==> src/rtl/aoa_prf_pkg.sv <==
// shared constants, types and helpers of the angle-of-attack filter
// no dependencies
`timescale 1ns / 1ps

package aoa_prf_pkg;

    localparam int MEDIAN_TAPS  = 5;
    localparam int AVERAGE_TAPS = 8;
    localparam int COUNT_W      = 24;
    localparam int DATA_W       = 32;
    localparam int MED_CNT_W    = $clog2(MEDIAN_TAPS + 1);
    localparam int AVG_CNT_W    = $clog2(AVERAGE_TAPS + 1);
    localparam int IDX_W        = $clog2((MEDIAN_TAPS > AVERAGE_TAPS) ? MEDIAN_TAPS
                                                                      : AVERAGE_TAPS);
    localparam int SUM_W        = DATA_W + $clog2(AVERAGE_TAPS);
    localparam int DIV_NUM_W    = 49;
    localparam int DIV_DEN_W    = 33;
    localparam int DIV_Q_W      = DIV_NUM_W + 1;
    localparam int DIV_STEP_W   = $clog2(DIV_NUM_W + 1);
    localparam int WEIGHT_W     = 17;
    localparam int CFG_IDX_W    = 3;
    localparam int CFG_DATA_W   = 32;

    localparam logic [CFG_IDX_W-1:0] REG_CURVE_SLOPE      = 3'd0;
    localparam logic [CFG_IDX_W-1:0] REG_CURVE_OFFSET     = 3'd1;
    localparam logic [CFG_IDX_W-1:0] REG_ANGLE_BIAS       = 3'd2;
    localparam logic [CFG_IDX_W-1:0] REG_SMOOTHING_WEIGHT = 3'd3;

    localparam logic signed [DATA_W-1:0] RST_CURVE_SLOPE  = -32'sd2721186;
    localparam logic signed [DATA_W-1:0] RST_CURVE_OFFSET = 32'sd3088187;
    localparam logic signed [DATA_W-1:0] RST_ANGLE_BIAS   = 32'sd458752;
    localparam logic [WEIGHT_W-1:0]      RST_WEIGHT       = 17'd6554;
    localparam logic [WEIGHT_W-1:0]      WEIGHT_ONE       = 17'h10000;

    localparam logic signed [DATA_W-1:0] SAT_MAX = 32'sh7fffffff;
    localparam logic signed [DATA_W-1:0] SAT_MIN = 32'sh80000000;

    typedef struct packed {
        logic                     start;
        logic signed [DATA_W-1:0] sample;
        logic [MED_CNT_W-1:0]     mc;
        logic [AVG_CNT_W-1:0]     ac;
    } win_req_t;

    typedef struct packed {
        logic                    done;
        logic signed [SUM_W-1:0] sum;
    } win_rsp_t;

    typedef struct packed {
        logic                        start;
        logic signed [DIV_NUM_W-1:0] num;
        logic signed [DIV_DEN_W-1:0] den;
    } div_req_t;

    typedef struct packed {
        logic                      done;
        logic                      fault;
        logic signed [DIV_Q_W-1:0] quo;
    } div_rsp_t;

    function automatic logic signed [DATA_W-1:0] sat32(input logic signed [63:0] v);
        if (v > 64'(SAT_MAX))
            return SAT_MAX;
        else if (v < 64'(SAT_MIN))
            return SAT_MIN;
        else
            return v[DATA_W-1:0];
    endfunction

endpackage

==> src/rtl/aoa_div.sv <==
// signed restoring divider, one quotient bit per cycle, truncates toward zero
// depends on aoa_prf_pkg; a zero divisor saturates by the dividend sign
`timescale 1ns / 1ps

module aoa_div (
    input  logic                   clk,
    input  logic                   rst_n,
    input  aoa_prf_pkg::div_req_t  req,
    output aoa_prf_pkg::div_rsp_t  rsp
);
    import aoa_prf_pkg::*;

    logic                      busy_reg;
    logic [DIV_STEP_W-1:0]     step_reg;
    logic                      done_reg;
    logic                      fault_reg;
    logic                      neg_reg;
    logic [DIV_NUM_W-1:0]      q_reg;
    logic [DIV_DEN_W-1:0]      rem_reg;
    logic [DIV_DEN_W-1:0]      dmag_reg;
    logic signed [DIV_Q_W-1:0] quo_reg;
    logic [DIV_NUM_W-1:0]      nmag;
    logic [DIV_DEN_W-1:0]      dmag;
    logic [DIV_DEN_W:0]        rem_shift;
    logic [DIV_DEN_W+1:0]      trial;
    logic [DIV_NUM_W-1:0]      q_next;
    logic [DIV_DEN_W-1:0]      rem_next;

    always_comb
    begin
        nmag      = req.num[DIV_NUM_W-1] ? DIV_NUM_W'(-req.num) : DIV_NUM_W'(req.num);
        dmag      = req.den[DIV_DEN_W-1] ? DIV_DEN_W'(-req.den) : DIV_DEN_W'(req.den);
        rem_shift = {rem_reg, q_reg[DIV_NUM_W-1]};
        trial     = {1'b0, rem_shift} - {2'b00, dmag_reg};
        if (!trial[DIV_DEN_W+1])
        begin
            rem_next = trial[DIV_DEN_W-1:0];
            q_next   = {q_reg[DIV_NUM_W-2:0], 1'b1};
        end
        else
        begin
            rem_next = rem_shift[DIV_DEN_W-1:0];
            q_next   = {q_reg[DIV_NUM_W-2:0], 1'b0};
        end
    end

    always_ff @(posedge clk or negedge rst_n)
    begin
        if (!rst_n)
        begin
            busy_reg <= 1'b0;
            step_reg <= '0;
            done_reg <= 1'b0;
        end
        else
        begin
            done_reg <= 1'b0;
            if (busy_reg)
            begin
                step_reg <= step_reg - 1'b1;
                if (step_reg == DIV_STEP_W'(1))
                begin
                    busy_reg <= 1'b0;
                    done_reg <= 1'b1;
                end
            end
            else if (req.start)
            begin
                if (req.den == '0)
                    done_reg <= 1'b1;
                else
                begin
                    busy_reg <= 1'b1;
                    step_reg <= DIV_STEP_W'(DIV_NUM_W);
                end
            end
        end
    end

    always_ff @(posedge clk)
    begin
        if (busy_reg)
        begin
            q_reg   <= q_next;
            rem_reg <= rem_next;
            if (step_reg == DIV_STEP_W'(1))
                quo_reg <= neg_reg ? -$signed({1'b0, q_next}) : $signed({1'b0, q_next});
        end
        else if (req.start)
        begin
            q_reg     <= nmag;
            rem_reg   <= '0;
            dmag_reg  <= dmag;
            neg_reg   <= req.num[DIV_NUM_W-1] ^ req.den[DIV_DEN_W-1];
            fault_reg <= (req.den == '0);
            if (req.den == '0)
            begin
                priority if (req.num[DIV_NUM_W-1])
                    quo_reg <= DIV_Q_W'(SAT_MIN);
                else if (req.num != '0)
                    quo_reg <= DIV_Q_W'(SAT_MAX);
                else
                    quo_reg <= '0;
            end
        end
    end

    assign rsp.done  = done_reg;
    assign rsp.fault = fault_reg;
    assign rsp.quo   = quo_reg;

endmodule

==> config.mk <==
export PLATFORM = sky130hd
export DESIGN_NAME = aoa_div
export DESIGN_NICKNAME = d
export VERILOG_FILES = /design/src/rtl/aoa_prf_pkg.sv /design/src/rtl/aoa_div.sv
export SDC_FILE = /design/constraint.sdc
export NUM_CORES = 1
export LEC_CHECK = 0
export ABC_AREA = 1
export BUFFER_PORTS_ARGS = -buffer_cell sky130_fd_sc_hd__buf_2
export CAP_MARGIN = 10
export CORE_MARGIN = 8
export CORE_UTILIZATION = 30
export CTS_BUF_LIST = sky130_fd_sc_hd__clkbuf_4
export DETAILED_ROUTE_END_ITERATION = 10
export HOLD_SLACK_MARGIN = 0.03
export MAX_ROUTING_LAYER = met4
export REMOVE_ABC_BUFFERS = 1
export SETUP_SLACK_MARGIN = 0.02
export SLEW_MARGIN = 30
export SYNTH_ARGS = -nofsm -noshare
export SYNTH_HDL_FRONTEND = slang
export SYNTH_SLANG_ARGS = --single-unit
==> constraint.sdc <==
create_clock -name clk -period 6.5 [get_ports clk]
set_input_delay 0.65 -clock clk [delete_from_list [all_inputs] [get_ports clk]]
set_output_delay 0.65 -clock clk [all_outputs]
set_load 0.005 [all_outputs]
* Word level (Yosys, flattened, before mapping)
Index checks and enable logic that the tools add are counted.
** Word-level totals
- Bits of input ports :: 85
- Flip-flop bits (word level) :: 175
** Cells by class
- Add/subtract/negate cells :: 5
- Equality and inequality tests :: 3
- Mux-type cells :: 26
- Reductions and logical operators :: 7
- Bitwise gates (word level) :: 2
** Operators with widths (count)
- 50-bit two-way mux :: 6
- 49-bit two-way mux :: 3
- 33-bit two-way mux :: 3
- 49-bit negation with 50-bit output :: 1
- 49-bit negation :: 1
- 49-bit nonzero test :: 1
- 34-bit by 33-bit subtractor with 35-bit output :: 1
- 33-bit zero test :: 1
- 33-bit negation :: 1
- 32-bit two-way mux :: 1
- 31-bit two-way mux :: 1
- 6-bit two-way mux :: 3
- 1-bit two-way mux :: 9
- 6-bit by 1-bit equality test with 1-bit output, second input constant :: 1
- 6-bit by 1-bit subtractor with 6-bit output, second input constant :: 1
- 2-bit AND reduction :: 2
- 2-bit nonzero test :: 2
- 3-bit AND reduction :: 1
- 2-bit by 1-bit != test with 1-bit output, second input constant :: 1
- 2-bit != test, second input constant :: 1
- 1-bit inverter :: 1
- 1-bit bitwise XOR :: 1

* Logic depth before layout (Yosys ltp)
- Depth in word-level cells :: 6
- Depth in mapped cells :: 26
- Depth with buffers taken out :: 26

* Worst setup path after synthesis
Ideal clock, no wire load.
- Path type :: input -> register
- Start point :: input req[82] in the netlist's numbering
- End point :: register quo_reg[0] (enable)
- Setup time :: 0.409 ns
- Path buffers :: 0
- Data arrival time :: 3.571 ns
- Stages :: 4
- Path slack :: 2.521 ns
- Cell sequence :: inv_1 -> nor2_1 -> nand2_1 -> nand2_1
** On the way
- Longest elaborated chain between the ends :: 2
** Ends and longest elaborated chain
- start, declared :: RTL line aoa_div.sv:8 : input aoa_prf_pkg::div_req_t req,
- 2-bit nonzero test (no line)
- 3-bit AND reduction (no line)
- end signal, assigned :: RTL line aoa_div.sv:87 : quo_reg <= neg_reg ? -$signed({1'b0, q_next}) : $signed({1'b0, q_next});
- end signal, assigned :: RTL line aoa_div.sv:99 : quo_reg <= DIV_Q_W'(SAT_MIN);
- end signal, assigned :: RTL line aoa_div.sv:101 : quo_reg <= DIV_Q_W'(SAT_MAX);
- end, declared :: RTL line aoa_div.sv:21 : logic signed [DIV_Q_W-1:0] quo_reg;
Every way passes these cells.
A chain may end at the register's enable or synchronous reset.

* Final worst setup path
- Start point :: register rem_reg[8]
- End point :: register quo_reg[32] (data pin)
** On the way
- Longest elaborated chain between the ends :: 6
** Ends and longest elaborated chain
- start, declared :: RTL line aoa_div.sv:19 : logic [DIV_DEN_W-1:0] rem_reg;
- start signal, assigned :: RTL line aoa_div.sv:85 : rem_reg <= rem_next;
- 34-bit by 33-bit subtractor with 35-bit output :: RTL line aoa_div.sv:34 : trial = {1'b0, rem_shift} - {2'b00, dmag_reg};
- 1-bit two-way mux :: RTL line aoa_div.sv:35 : if (!trial[DIV_DEN_W+1])
- 49-bit negation with 50-bit output :: RTL line aoa_div.sv:87
- 50-bit two-way mux :: RTL line aoa_div.sv:87
- 50-bit two-way mux :: RTL line aoa_div.sv:86 : if (step_reg == DIV_STEP_W'(1))
- 50-bit two-way mux :: RTL line aoa_div.sv:82 : if (busy_reg)
Every way passes these cells. The select of a mux whose other input is x is not followed.

==> run metrics <==
Comb pwr share=46.1%; top post-synthesis cells by area=edfxtp_1 40%, nand2_1 9.7%, inv_1 6.4%, o21ai_0 5.7%, nor2_1 5.5%; Storage cell area=5216 um2; Worst-path clk slew=150 ps; kind of end point of the critical path=register; Max Cap Viol=0; VDD IR max=0.1539 mV; Data required, critical path=6880 ps; Clock Root Buffer=clkbuf_4; Final Hold Viols=0; flop2flop setup slack=2250 ps; Non-Filler Cell Area, Final=14150 um2; skew final=36.16 ps; Via density=5.034; clock share of power=14.0%; P per Cell Area=367.1 nW/um2; yosys warns=0; Net count, final=1880; first-pass iteration count of the detailed router=5; Die X=221.1 um; Slew Limit Headroom=43.32%; initial antenna violation count=2; hold endpoint=dmag_reg[0]; min-delay src=req[0]; Tmin final=4254 ps; met1 GRT Util=22.70%; footprint of the multi-input gates=6354 um2; Max Freq=0.2351 GHz; WHS Path Cells=1; largest net degree at the start of global routing=102; CP arrival=4630 ps; Initial Utilization=30.21%; total track usage=16.65%; H-tree levels=4; Simple-Gate Fraction of Synth Area=26.64%; Layout area overhead=12.16%; Die Height=221.1 um; area share of the largest cell type after synthesis=39.75%; drt total wl=40310 um; Leak=0.006062 uW; Pint=2910 uW; flops & latches, synth=175; Post-Synth XOR/XNOR Area=5.345%; Primary FF master, synth=edfxtp_1; Worst Reg2Reg Path Length in Cells=22; Buffers on Ports=136; status=completed; post-synthesis mux area share=0%; count of cell types in the netlist=50; antenna viol nets, final=0; async set-reset flop share out of synthesis=4.571%; worst-path maximum fanout=66; Final setup viols=0; gr busiest metal=met2; Post-Synth Adder-Cell Area=4.026%; post-synthesis sequential area ratio=41.33%; Tcrit/Tclk final=65.44%; synthesized instance count=1641; drt initial violations=885; number of flip-flops in the largest register=50; Syn Area/Cell=7.689 um2; placer's final routability congestion estimate=0.9525; crit path launch type=register; placed inst area=13800 um2; layout cell share with drive strength beyond 1=13.46%; die footprint=48880 um2; setup ws final=2246 ps; IO Count=137; register share of total power=39.9%; Fill cells=4479; Net Sw Frac=43.99%; number of global-route vias before repair=11440; combinational family with the most area after synthesis=simple AND/OR/NAND/NOR gates; Core Rows=75; Min-Delay Path Class=input pin to register; reg2reg start=rem_reg[8]; most frequent cell after synthesis=nand2_1; crit path kind=register to register; Worst-Margin Slew=850.1 ps; Synth Area in Compound Gates=14.21%; first-pass GRT wire length=63380 um; Core Region=41760 um2; gr ovfl total=0; CTS tree=done; CTS Buf Count=17; DRC viols=0; Mapped Area=12620 um2; Post-Place Setup Slack=2288 ps; routed vias=11620; clock latency on the worst-skew pair=650 ps; Post-synth top cells=327 x nand2_1, 215 x inv_1, 184 x nor2_1; Post-CTS Setup Bufs=0; per-cell routed wire length=17.46 um; dpl hpwl=31720 um; clk sink count=175; final setup TNS=0 ps; RSZ-0062 raised after global routing=false; P_sw=2286 uW; GR Util met2=25.50%; met3 GRT Util=2.024%; fin. max-slew vios=0; Reg-to-Reg End=quo_reg[32]; Post-synth EDFFs=167; Synth area leader=edfxtp_1; clk buf depth=2
## per-stage QoR
step                cells  hold WS (ps)  power [uW]  utilization, %
floorplan            1592         354.4        3676               -
finish               2309         262.8        5196           33.89
global route         2309         202.2        5604           33.89
detailed placement   2274         500.8        4457           33.05
CTS                  2307         213.9        5192           33.87
global placement     2274         494.6        4430           33.04
## layer usage
layer	vias up	part of all wire, %
met3	51	4.8
met4	0	2.4
li1	5779	-
met5	-	0
met2	341	44
met1	5453	48
## kinds of logic (layout without fill, tap and decap cells)
kind of cell	after synthesis	count (layout)
other cells	0	2
fa+ha+maj	40	40
simple gates	756	756
xor+xnor	77	77
compound gates	324	324
flops	175	175
buf+inv	269	396
## area by class of cell
type | instances | area share [%]
clock inverter | 12 | 1.264
multi-input combinational | 1197 | 44.90
antenna | 2 | 0.03537
timing repair buffer | 144 | 5.279
sequential | 175 | 36.86
inverter | 220 | 5.836
clock buffer | 20 | 1.061
tap | 539 | 4.766
## critical path, cell delays in order (launching register included)
cell and delay [ps]:
edfxtp_1 440, ha_1 380, nand2_1 140, inv_1 50, a21oi_1 170, nand3_2 140
nand2_1 80, nand2_1 110, nand2_2 160, nand2_4 340, inv_1 310, ha_1 240
nand4_2 170, nor2_4 170, nand3_2 120, nand2_1 120, o21ai_2 100, nor2_4 160
o21ai_2 110, a21oi_4 220, nand3_1 110, nand3_1 90, nand2_1 70
## timing repair
item,4_1_cts,5_1_grt
resized for setup,0,0
hold buffers,1,0
endpoints found under the hold margin,8,0
## worst max path at each step
stage	from	endpoint	slack (ps)
global placement	rem_reg[26]	quo_reg[42]	2050
detailed placement	rem_reg[8]	quo_reg[28]	2290
CTS	rem_reg[8]	quo_reg[32]	2240
global route	rem_reg[8]	quo_reg[28]	1830
finish	rem_reg[8]	quo_reg[32]	2250
floorplan	busy_reg	q_reg[0]	940
## cells in the final DEF, fill, tap and decap left out, drive strengths merged, types with 2 or more instances in the layout
cell type and n:
a21o 4, nand3b 8, edfxtp 167, o22ai 2
inv 225, nand4 33, diode 2, nand2 333
o211ai 2, nor2 194, clkbuf 20, a21oi 113
nand3 116, a31oi 15, xnor2 37, a211oi 4
dfrtp 8, o31ai 6, buf 143, nor4 15
or2 6, xor2 40, bufinv 4, nor3 50
o21bai 5, o21a 3, ha 39, clkinv 3
o21ai 168
## power groups by stage
stage	clock, uW	combinational (uW)	sequential (uW)
global route	792	2700	2110
finish	728	2390	2070
global placement	0	2350	2080
CTS	750	2380	2060
detailed placement	0	2370	2090
floorplan	0	1700	1980
(Power assumes the default switching activity.)
