$ cat config.mk
export PLATFORM = sky130hd
export DESIGN_NAME = aoa_window
export DESIGN_NICKNAME = d
export VERILOG_FILES = /design/src/rtl/aoa_prf_pkg.sv /design/src/rtl/aoa_window.sv
export SDC_FILE = /design/constraint.sdc
export NUM_CORES = 1
export LEC_CHECK = 0
export BUFFER_PORTS_ARGS = -buffer_cell sky130_fd_sc_hd__buf_2
export CORE_MARGIN = 2
export CORE_UTILIZATION = 65
export DETAILED_ROUTE_END_ITERATION = 8
export MAX_ROUTING_LAYER = met4
export PLACE_DENSITY = 0.88
export SLEW_MARGIN = 20
export SYNTH_ARGS = -nofsm -noshare
export SYNTH_HDL_FRONTEND = slang
export SYNTH_SLANG_ARGS = --single-unit
$ cat constraint.sdc
create_clock -name clk -period 13.93 [get_ports clk]
set_input_delay 0 -clock clk [delete_from_list [all_inputs] [get_ports clk]]
set_output_delay 0 -clock clk [all_outputs]
set_load 0.05 [all_outputs]
$ cat src/rtl/aoa_prf_pkg.sv
// shared constants, types and helpers of the angle-of-attack filter
// no dependencies
`timescale 1ns / 1ps

package aoa_prf_pkg;

    localparam int MEDIAN_TAPS  = 5;
    localparam int AVERAGE_TAPS = 8;
    localparam int COUNT_W      = 24;
    localparam int DATA_W       = 32;
    localparam int MED_CNT_W    = $clog2(MEDIAN_TAPS + 1);
    localparam int AVG_CNT_W    = $clog2(AVERAGE_TAPS + 1);
    localparam int IDX_W        = $clog2((MEDIAN_TAPS > AVERAGE_TAPS) ? MEDIAN_TAPS
                                                                      : AVERAGE_TAPS);
    localparam int SUM_W        = DATA_W + $clog2(AVERAGE_TAPS);
    localparam int DIV_NUM_W    = 49;
    localparam int DIV_DEN_W    = 33;
    localparam int DIV_Q_W      = DIV_NUM_W + 1;
    localparam int DIV_STEP_W   = $clog2(DIV_NUM_W + 1);
    localparam int WEIGHT_W     = 17;
    localparam int CFG_IDX_W    = 3;
    localparam int CFG_DATA_W   = 32;

    localparam logic [CFG_IDX_W-1:0] REG_CURVE_SLOPE      = 3'd0;
    localparam logic [CFG_IDX_W-1:0] REG_CURVE_OFFSET     = 3'd1;
    localparam logic [CFG_IDX_W-1:0] REG_ANGLE_BIAS       = 3'd2;
    localparam logic [CFG_IDX_W-1:0] REG_SMOOTHING_WEIGHT = 3'd3;

    localparam logic signed [DATA_W-1:0] RST_CURVE_SLOPE  = -32'sd2721186;
    localparam logic signed [DATA_W-1:0] RST_CURVE_OFFSET = 32'sd3088187;
    localparam logic signed [DATA_W-1:0] RST_ANGLE_BIAS   = 32'sd458752;
    localparam logic [WEIGHT_W-1:0]      RST_WEIGHT       = 17'd6554;
    localparam logic [WEIGHT_W-1:0]      WEIGHT_ONE       = 17'h10000;

    localparam logic signed [DATA_W-1:0] SAT_MAX = 32'sh7fffffff;
    localparam logic signed [DATA_W-1:0] SAT_MIN = 32'sh80000000;

    typedef struct packed {
        logic                     start;
        logic signed [DATA_W-1:0] sample;
        logic [MED_CNT_W-1:0]     mc;
        logic [AVG_CNT_W-1:0]     ac;
    } win_req_t;

    typedef struct packed {
        logic                    done;
        logic signed [SUM_W-1:0] sum;
    } win_rsp_t;

    typedef struct packed {
        logic                        start;
        logic signed [DIV_NUM_W-1:0] num;
        logic signed [DIV_DEN_W-1:0] den;
    } div_req_t;

    typedef struct packed {
        logic                      done;
        logic                      fault;
        logic signed [DIV_Q_W-1:0] quo;
    } div_rsp_t;

    function automatic logic signed [DATA_W-1:0] sat32(input logic signed [63:0] v);
        if (v > 64'(SAT_MAX))
            return SAT_MAX;
        else if (v < 64'(SAT_MIN))
            return SAT_MIN;
        else
            return v[DATA_W-1:0];
    endfunction

endpackage

$ cat src/rtl/aoa_window.sv
// sliding median then sliding sum of one sample stream, one tap per cycle
// depends on aoa_prf_pkg
`timescale 1ns / 1ps

module aoa_window (
    input  logic                   clk,
    input  logic                   rst_n,
    input  aoa_prf_pkg::win_req_t  req,
    output aoa_prf_pkg::win_rsp_t  rsp
);
    import aoa_prf_pkg::*;

    typedef enum logic [3:0] {
        W_IDLE = 4'b0001,
        W_RANK = 4'b0010,
        W_PUSH = 4'b0100,
        W_SUM  = 4'b1000
    } wstate_t;

    wstate_t                  state_reg, state_next;
    logic [IDX_W-1:0]         idx_reg, idx_next;
    logic                     done_reg, done_next;
    logic signed [DATA_W-1:0] med_win_reg [MEDIAN_TAPS];
    logic signed [DATA_W-1:0] avg_win_reg [AVERAGE_TAPS];
    logic signed [DATA_W-1:0] med_reg;
    logic signed [SUM_W-1:0]  sum_reg;
    logic signed [DATA_W-1:0] cand;
    logic [MED_CNT_W-1:0]     rank;
    logic                     hit;

    // rank of the candidate among the filled taps, ties broken by position
    always_comb
    begin
        cand = med_win_reg[idx_reg];
        rank = '0;
        for (int j = 0; j < MEDIAN_TAPS; j++)
        begin
            if ((MED_CNT_W'(j) < req.mc) &&
                ((med_win_reg[j] < cand) ||
                 ((IDX_W'(j) < idx_reg) && (med_win_reg[j] == cand))))
                rank = rank + 1'b1;
        end
        hit = (MED_CNT_W'(idx_reg) < req.mc) && (rank == (req.mc >> 1));
    end

    always_comb
    begin
        state_next = state_reg;
        idx_next   = idx_reg;
        done_next  = 1'b0;
        unique case (state_reg)
            W_IDLE:
            begin
                if (req.start)
                begin
                    idx_next   = '0;
                    state_next = W_RANK;
                end
            end
            W_RANK:
            begin
                if (idx_reg == IDX_W'(MEDIAN_TAPS - 1))
                    state_next = W_PUSH;
                else
                    idx_next = idx_reg + 1'b1;
            end
            W_PUSH:
            begin
                idx_next   = '0;
                state_next = W_SUM;
            end
            W_SUM:
            begin
                if (idx_reg == IDX_W'(AVERAGE_TAPS - 1))
                begin
                    done_next  = 1'b1;
                    state_next = W_IDLE;
                end
                else
                    idx_next = idx_reg + 1'b1;
            end
            default: state_next = W_IDLE;
        endcase
    end

    always_ff @(posedge clk or negedge rst_n)
    begin
        if (!rst_n)
        begin
            state_reg <= W_IDLE;
            idx_reg   <= '0;
            done_reg  <= 1'b0;
        end
        else
        begin
            state_reg <= state_next;
            idx_reg   <= idx_next;
            done_reg  <= done_next;
        end
    end

    always_ff @(posedge clk)
    begin
        if (state_reg == W_IDLE && req.start)
        begin
            for (int i = MEDIAN_TAPS - 1; i > 0; i--)
                med_win_reg[i] <= med_win_reg[i-1];
            med_win_reg[0] <= req.sample;
        end
        if (state_reg == W_RANK && hit)
            med_reg <= cand;
        if (state_reg == W_PUSH)
        begin
            for (int i = AVERAGE_TAPS - 1; i > 0; i--)
                avg_win_reg[i] <= avg_win_reg[i-1];
            avg_win_reg[0] <= med_reg;
            sum_reg        <= '0;
        end
        if (state_reg == W_SUM && ({1'b0, idx_reg} < req.ac))
            sum_reg <= sum_reg + SUM_W'(avg_win_reg[idx_reg]);
    end

    assign rsp.done = done_reg;
    assign rsp.sum  = sum_reg;

endmodule

== Word-level counts from Yosys, hierarchy flattened ==
Memories as Yosys holds them, arrays and structs flattened.
Cells that the tools add are included.
W data, S select, Z words.
Storage, ports and cells
  memory bits (writable): 416
  output and inout bits: 36
  input port bits: 42
  flip-flop bits (word level): 75
  word-level logic and storage cells: 91
  memories: 2
Memories
  avg_win_reg: words 8, bits a word 32, read ports 8, clocked after memory_dff 0, wr ports 8, line aoa_window.sv:24  | logic signed [DATA_W-1:0] avg_win_reg [AVERAGE_TAPS];
  med_win_reg: words 5, bits a word 32, read ports 6, clocked after memory_dff 0, wr ports 5, line aoa_window.sv:23  | logic signed [DATA_W-1:0] med_win_reg [MEDIAN_TAPS];
Cells by class
  add/subtract/negate cells: 6
  multiplexer cells: 21
  equal/unequal tests: 17
  $lt $le $gt $ge: 17
  reductions and logical operators: 23
Operator list (count)
  $eq A32 B32 Y1: 5
  $lt A32 B32 Y1: 5
  $mux W35: 2
  $add A35 B32 Y35: 1
  $mux W3: 7
  $pmux W4 S4: 1
  $add A3 B1 Y3 const B: 5
  $logic_and A1 B1 Y1: 14
  $lt A1 B3 Y1 const A: 4
  $lt A2 B3 Y1 const A: 4
  $mux W4: 3
  $pmux W3 S4: 1
  $ne A2 B2 Y1 const B: 5
  $mux W1: 7
  $eq A3 B3 Y1 const B: 2
  $lt A3 B3 Y1 const A: 2
  $logic_or A1 B1 Y1: 5
  $eq A4 B1 Y1 const B: 1
  $eq A4 B2 Y1 const B: 1
  $eq A4 B3 Y1 const B: 1
  $eq A4 B4 Y1 const B: 1
  $lt A3 B4 Y1: 1
  $reduce_and A4 Y1: 1
  $reduce_bool A4 Y1: 1
  4 further kinds: 4

== Longest topological paths before layout ==
An unclocked memory read counts as a cell.
  word-level depth: 17
  mapped depth: 27
  depth with buffers taken out: 25

== Least setup slack after synthesis ==
No wires, ideal clock.
  path kind: flip-flop to flip-flop
  start point: reg idx_reg[0]
  end point: reg med_reg[0] (enable)
  cell stages (with the launch flop): 27
  data arrival time: 7847 ps
  required time: 13505 ps
  setup time: 425 ps
  buffers on the path: 3
  clock period less this slack: 8271 ps
  slack: 5659 ps
  path through: dfrtp_1 > clkbuf_1 > clkbuf_1 > buf_1 > mux4_2 > mux2i_1 > ha_1 > a21o_1 > a21o_1 > a21o_1 > a21o_1 > a21oi_1 > nor3_1 > nor4_1 > and4_1 > nor2_1 > a21oi_1 > ha_1 > xnor2_4 > ha_1 > mux2_2 > ha_1 > inv_1 > nor2_1 > xor2_1 > or4_4 > a221oi_2
On the way
  cells in the longest elaborated chain, start to end: 17
  elaborated cells on any way between the ends: 44
  classes of those cells: 4 x add/sub; 11 x order compare; 6 x eq/ne; 5 x mux; 17 x reduce/logical; 1 x memory
RTL lines
  start: declaration: line aoa_window.sv:21  | logic [IDX_W-1:0] idx_reg, idx_next;
  start signal: assignment: line aoa_window.sv:97  | idx_reg <= idx_next;
  parallel branches: the longest is 15 deep, another holds $mem_v2 Z5 W32
  $logic_and A1 B1 Y1 *: line aoa_window.sv:43  | hit = (MED_CNT_W'(idx_reg) < req.mc) && (rank == (req.mc >> 1));
  $logic_and A1 B1 Y1 *: line aoa_window.sv:110  | if (state_reg == W_RANK && hit)
  end signal: assignment: line aoa_window.sv:111  | med_reg <= cand;
  end: declaration: line aoa_window.sv:25  | logic signed [DATA_W-1:0] med_reg;
Mark *: on every way between the ends.
A chain may end at the register's enable or synchronous reset.

== Worst setup path in the final report ==
  start point: reg idx_reg[1]
  end point: reg med_reg[27] (enable)
The elaborated chain is that of the path after synthesis.

==> flow_metrics.tcl <==
set metrics [dict create \
    cell_internal_pwr_mw 3.35 \
    clk_path_buf_depth 3 \
    crit_path_max_fanout 44 \
    worstSkewPairLatency_ns 0.60 \
    unrepaired_setup_endpoints_after_global_routing "no" \
    max_cap_violations 0 \
    multi_input_area_sq_um 8700 \
    ff_latch_area_sq_um 14700 \
    drcViolationCount 0 \
    layout-drive-gt1-share 0.182 \
    data_required_critical_path_ns 14.17 \
    io_pins 78 \
    detail_route.iter0.violations 1335 \
    cp_cell_sequence "buf_4 -> buf_4 -> mux4_2 -> mux2i_1 -> ha_1 -> nand4_1 -> or2_2 -> nor3_1 -> o211ai_1 -> and4_1 -> nor2_1 -> a21oi_1 -> ha_1 -> xnor2_4 -> ha_1 -> mux2_2 -> ha_1 -> inv_1 -> nor2_1 -> xor2_1 -> or4_4 -> a221oi_4 -> buf_4" \
    grt_max_degree 165 \
    numPlacedInstances 2017 \
    timing_worst_slew_pin_value_ns 1.12 \
    most_common_cell_after_layout_fill_and_taps_aside "edfxtp_1" \
    first_global_vias 14300 \
    wl_per_cell_um 24.0 \
    route.detailed.vias_per_inst 6.57 \
    initial_core_util 0.655 \
    hold_path_depth 4 \
    synth.cell_area_sq_um 23800 \
    detailed_place.area_sq_um 24700 \
    number_of_enable_flip_flop_cells_after_synthesis 483 \
    setup_viol_count_final 0 \
    layout.core_utilization 0.732 \
    clock_power_share 0.239 \
    max-vdd-ir-drop_v 0.000199 \
    stdcell_count 2137 \
    total_global_routing_overflow 0 \
    rr_endpoint "med_reg[27]" \
    routed_wirelength_um 51300 \
    grt_util_all_layers 0.285 \
    die_h_um 195 \
    timing.hold.worst_endpoint "sum_reg[0]" \
    post_synthesis_net_count 1743 \
    worstPathArrival_ns 8.19 \
    numClockSinks 491 \
    area_growth_syn_to_layout_pct 11.7 \
    critical_path_class "reg2reg" \
    ys_async_sr_fraction 0.0163 \
    antenna_found_initial 2 \
    cts_tree "done" \
    hpwl_um 33300 \
    cp_endpoint_kind "flop" \
    reg2reg_setup_slack_ns 5.98 \
    cellPowerDensity_nw_per_um2 193 \
    largest_register_ff_count 256 \
    core_area_sq_um 36300 \
    std_cell_rows 70 \
    fmax_mhz 126 \
    outcome "completed" \
    drt.antenna.violating_nets 0 \
    ys_seq_area_frac 0.619 \
    vias 14000 \
    cts_inserted_buffers 48 \
    clockRootBuffer "clkbuf_16" \
    timing.final.crit_share 0.571 \
    power.sequential.fraction 0.390 \
    relSlewSlack 0.247 \
    timing.critical_path.slowest_cell_delay_ns 0.68 \
    yosys_warnings 0 \
    synth_cell_type_count 69 \
    critPathLaunchType "flop" \
    cts-htree-levels 2 \
    power.switching_fraction 0.345 \
    cp_slowest_cell "dfrtp_4" \
    hold_path.startpoint "req[3]" \
    placement.setup.worst_slack_ns 6.03 \
    timing_max_transition_violations_final 0 \
    timing_hold_violations_final 0 \
    holdCritPathClass "in2reg" \
    setup_total_negative_slack_ns 0 \
    gpl_wtd_cong 0.968 \
    worst_r2r_startpoint "idx_reg[1]" \
    synth_seq_cells 491 \
    layout_common_cells "edfxtp_1 (483), ha_1 (205), mux4_2 (96)" \
    die_w_um 195 \
    worst_r2r_path_depth 23 \
    pwr-share-comb 0.370 \
    post-route-min-period_ns 7.95 \
    netlist_instances 1495 \
    layout.nets 1883 \
    design_area_sq_um 26500 \
    drt-pass1-iter-count 5 \
    switching_power_mw 1.77 \
    postLayoutSetupSlackWorst_ns 5.98 \
    worst_path_most_repeated_cell "ha_1" \
    postSynth.topFlopCell "edfxtp_1" \
    cellLeakagePower_nw 9.85 \
    setup_bufs_post_cts 0 \
    path_clk_slew_ns 0.06 \
    clock-skew-final_ns 0.0207 \
    buffer_ports.inserted 77 \
    die_area_sq_um 38100 \
    grt_first_pass_wirelength_um 80300 \
    syn-mean-instance-area_sq_um 15.9 \
    n_fill_cell 2171 \
]
-- through the flow --
step	power (mW)	hold WS, ns
6_report	5.11	0.0779
5_1_grt	5.41	0.0928
4_1_cts	5.12	0.0513
3_5_place_dp	3.87	-0.144
3_3_place_gp	3.80	-0.148
2_1_floorplan	3.37	-0.296
-- power by group through the flow --
stage	clock [mW]	sequential (mW)	combinational, mW
finish	1.22	2.00	1.89
floorplan	0	1.94	1.43
global placement	0	2.01	1.79
global route	1.29	2.01	2.10
detailed placement	0	2.02	1.85
CTS	1.24	1.99	1.88
-- worst max-delay path: cells and delay by family (launching register included) --
kind / cells / cell delay [ns]
AOI/OAI and AO/OA: 3 / 0.61
and+or+nand+nor: 7 / 1.95
xor gates and xnor gates: 2 / 0.37
adders and majority gates: 4 / 1.17
DFF: 1 / 0.68
muxes: 3 / 1.11
buffers and inverters: 4 / 1.64
-- Yosys cell counts, types with 4 or more instances --
cell type	n	area [sq um]
a21o_1	47	353
nor3_1	23	115
xor2_1	13	114
nand2_1	53	199
inv_1	63	236
nand3_1	19	95.1
nand2b_1	7	43.8
nor2b_1	19	119
a21oi_1	77	385
nor2_1	70	263
o21bai_1	4	30.0
o21ai_0	46	230
mux4_2	96	2160
a21boi_0	5	37.5
nand3b_1	4	30.0
dfrtp_1	7	175
xnor2_1	14	123
nor4_1	8	50.1
mux2_2	32	360
a211oi_1	12	90.1
nand4_1	37	231
o21a_1	15	113
ha_1	205	2560
o211ai_1	10	75.1
clkbuf_1	18	67.6
buf_1	15	56.3
edfxtp_1	483	14500
mux2i_1	33	330
-- per-layer routing --
| layer | routed length (um) | global-route usage |
|---|---|---|
| met4 | 1590 | 0.0995 |
| met2 | 25300 | 0.458 |
| met3 | 3470 | 0.0425 |
| met5 | 0 | - |
| met1 | 20900 | 0.377 |
-- repair_timing --
action	in CTS	in global routing
setup endpoints to repair	0	0
hold buffers	36	0
hold endpoints to repair	41	0
resized for setup	0	0
-- worst max path at each step --
stage                          start           to  slack [ns]  cells past startpoint
after detailed placement  idx_reg[0]  med_reg[22]        6.03                     25
after global routing      idx_reg[0]  med_reg[27]        5.63                     25
after global placement    idx_reg[0]  med_reg[10]        6.21                     25
after floorplan           idx_reg[0]   med_reg[0]        5.66                     26
after CTS                 idx_reg[0]  med_reg[27]        6.02                     25
final                     idx_reg[1]  med_reg[27]        5.98                     23
-- area by class of cell --
cell class,count,area share
clock buffers,53,0.0468
diodes,2,0.000189
flip-flops and latches,491,0.555
clock inverters,29,0.00764
well taps,468,0.0221
repair buffers,124,0.0314
inverters,63,0.00939
multi-input cells,907,0.328
-- cells by family (layout without fill, tap and decap cells) --
logic type | count (synthesis) | in the layout | synth area share
other | 0 | 2 | 0
multiplexers | 162 | 162 | 0.121
AO/OA/AOI/OAI | 246 | 246 | 0.0669
XOR/XNOR | 30 | 30 | 0.0131
adder cells (fa/ha/maj) | 206 | 206 | 0.109
flip-flops | 491 | 491 | 0.619
AND/OR/NAND/NOR | 263 | 263 | 0.0559
buffers and inverters | 97 | 269 | 0.0155
(Power assumes the default switching activity.)
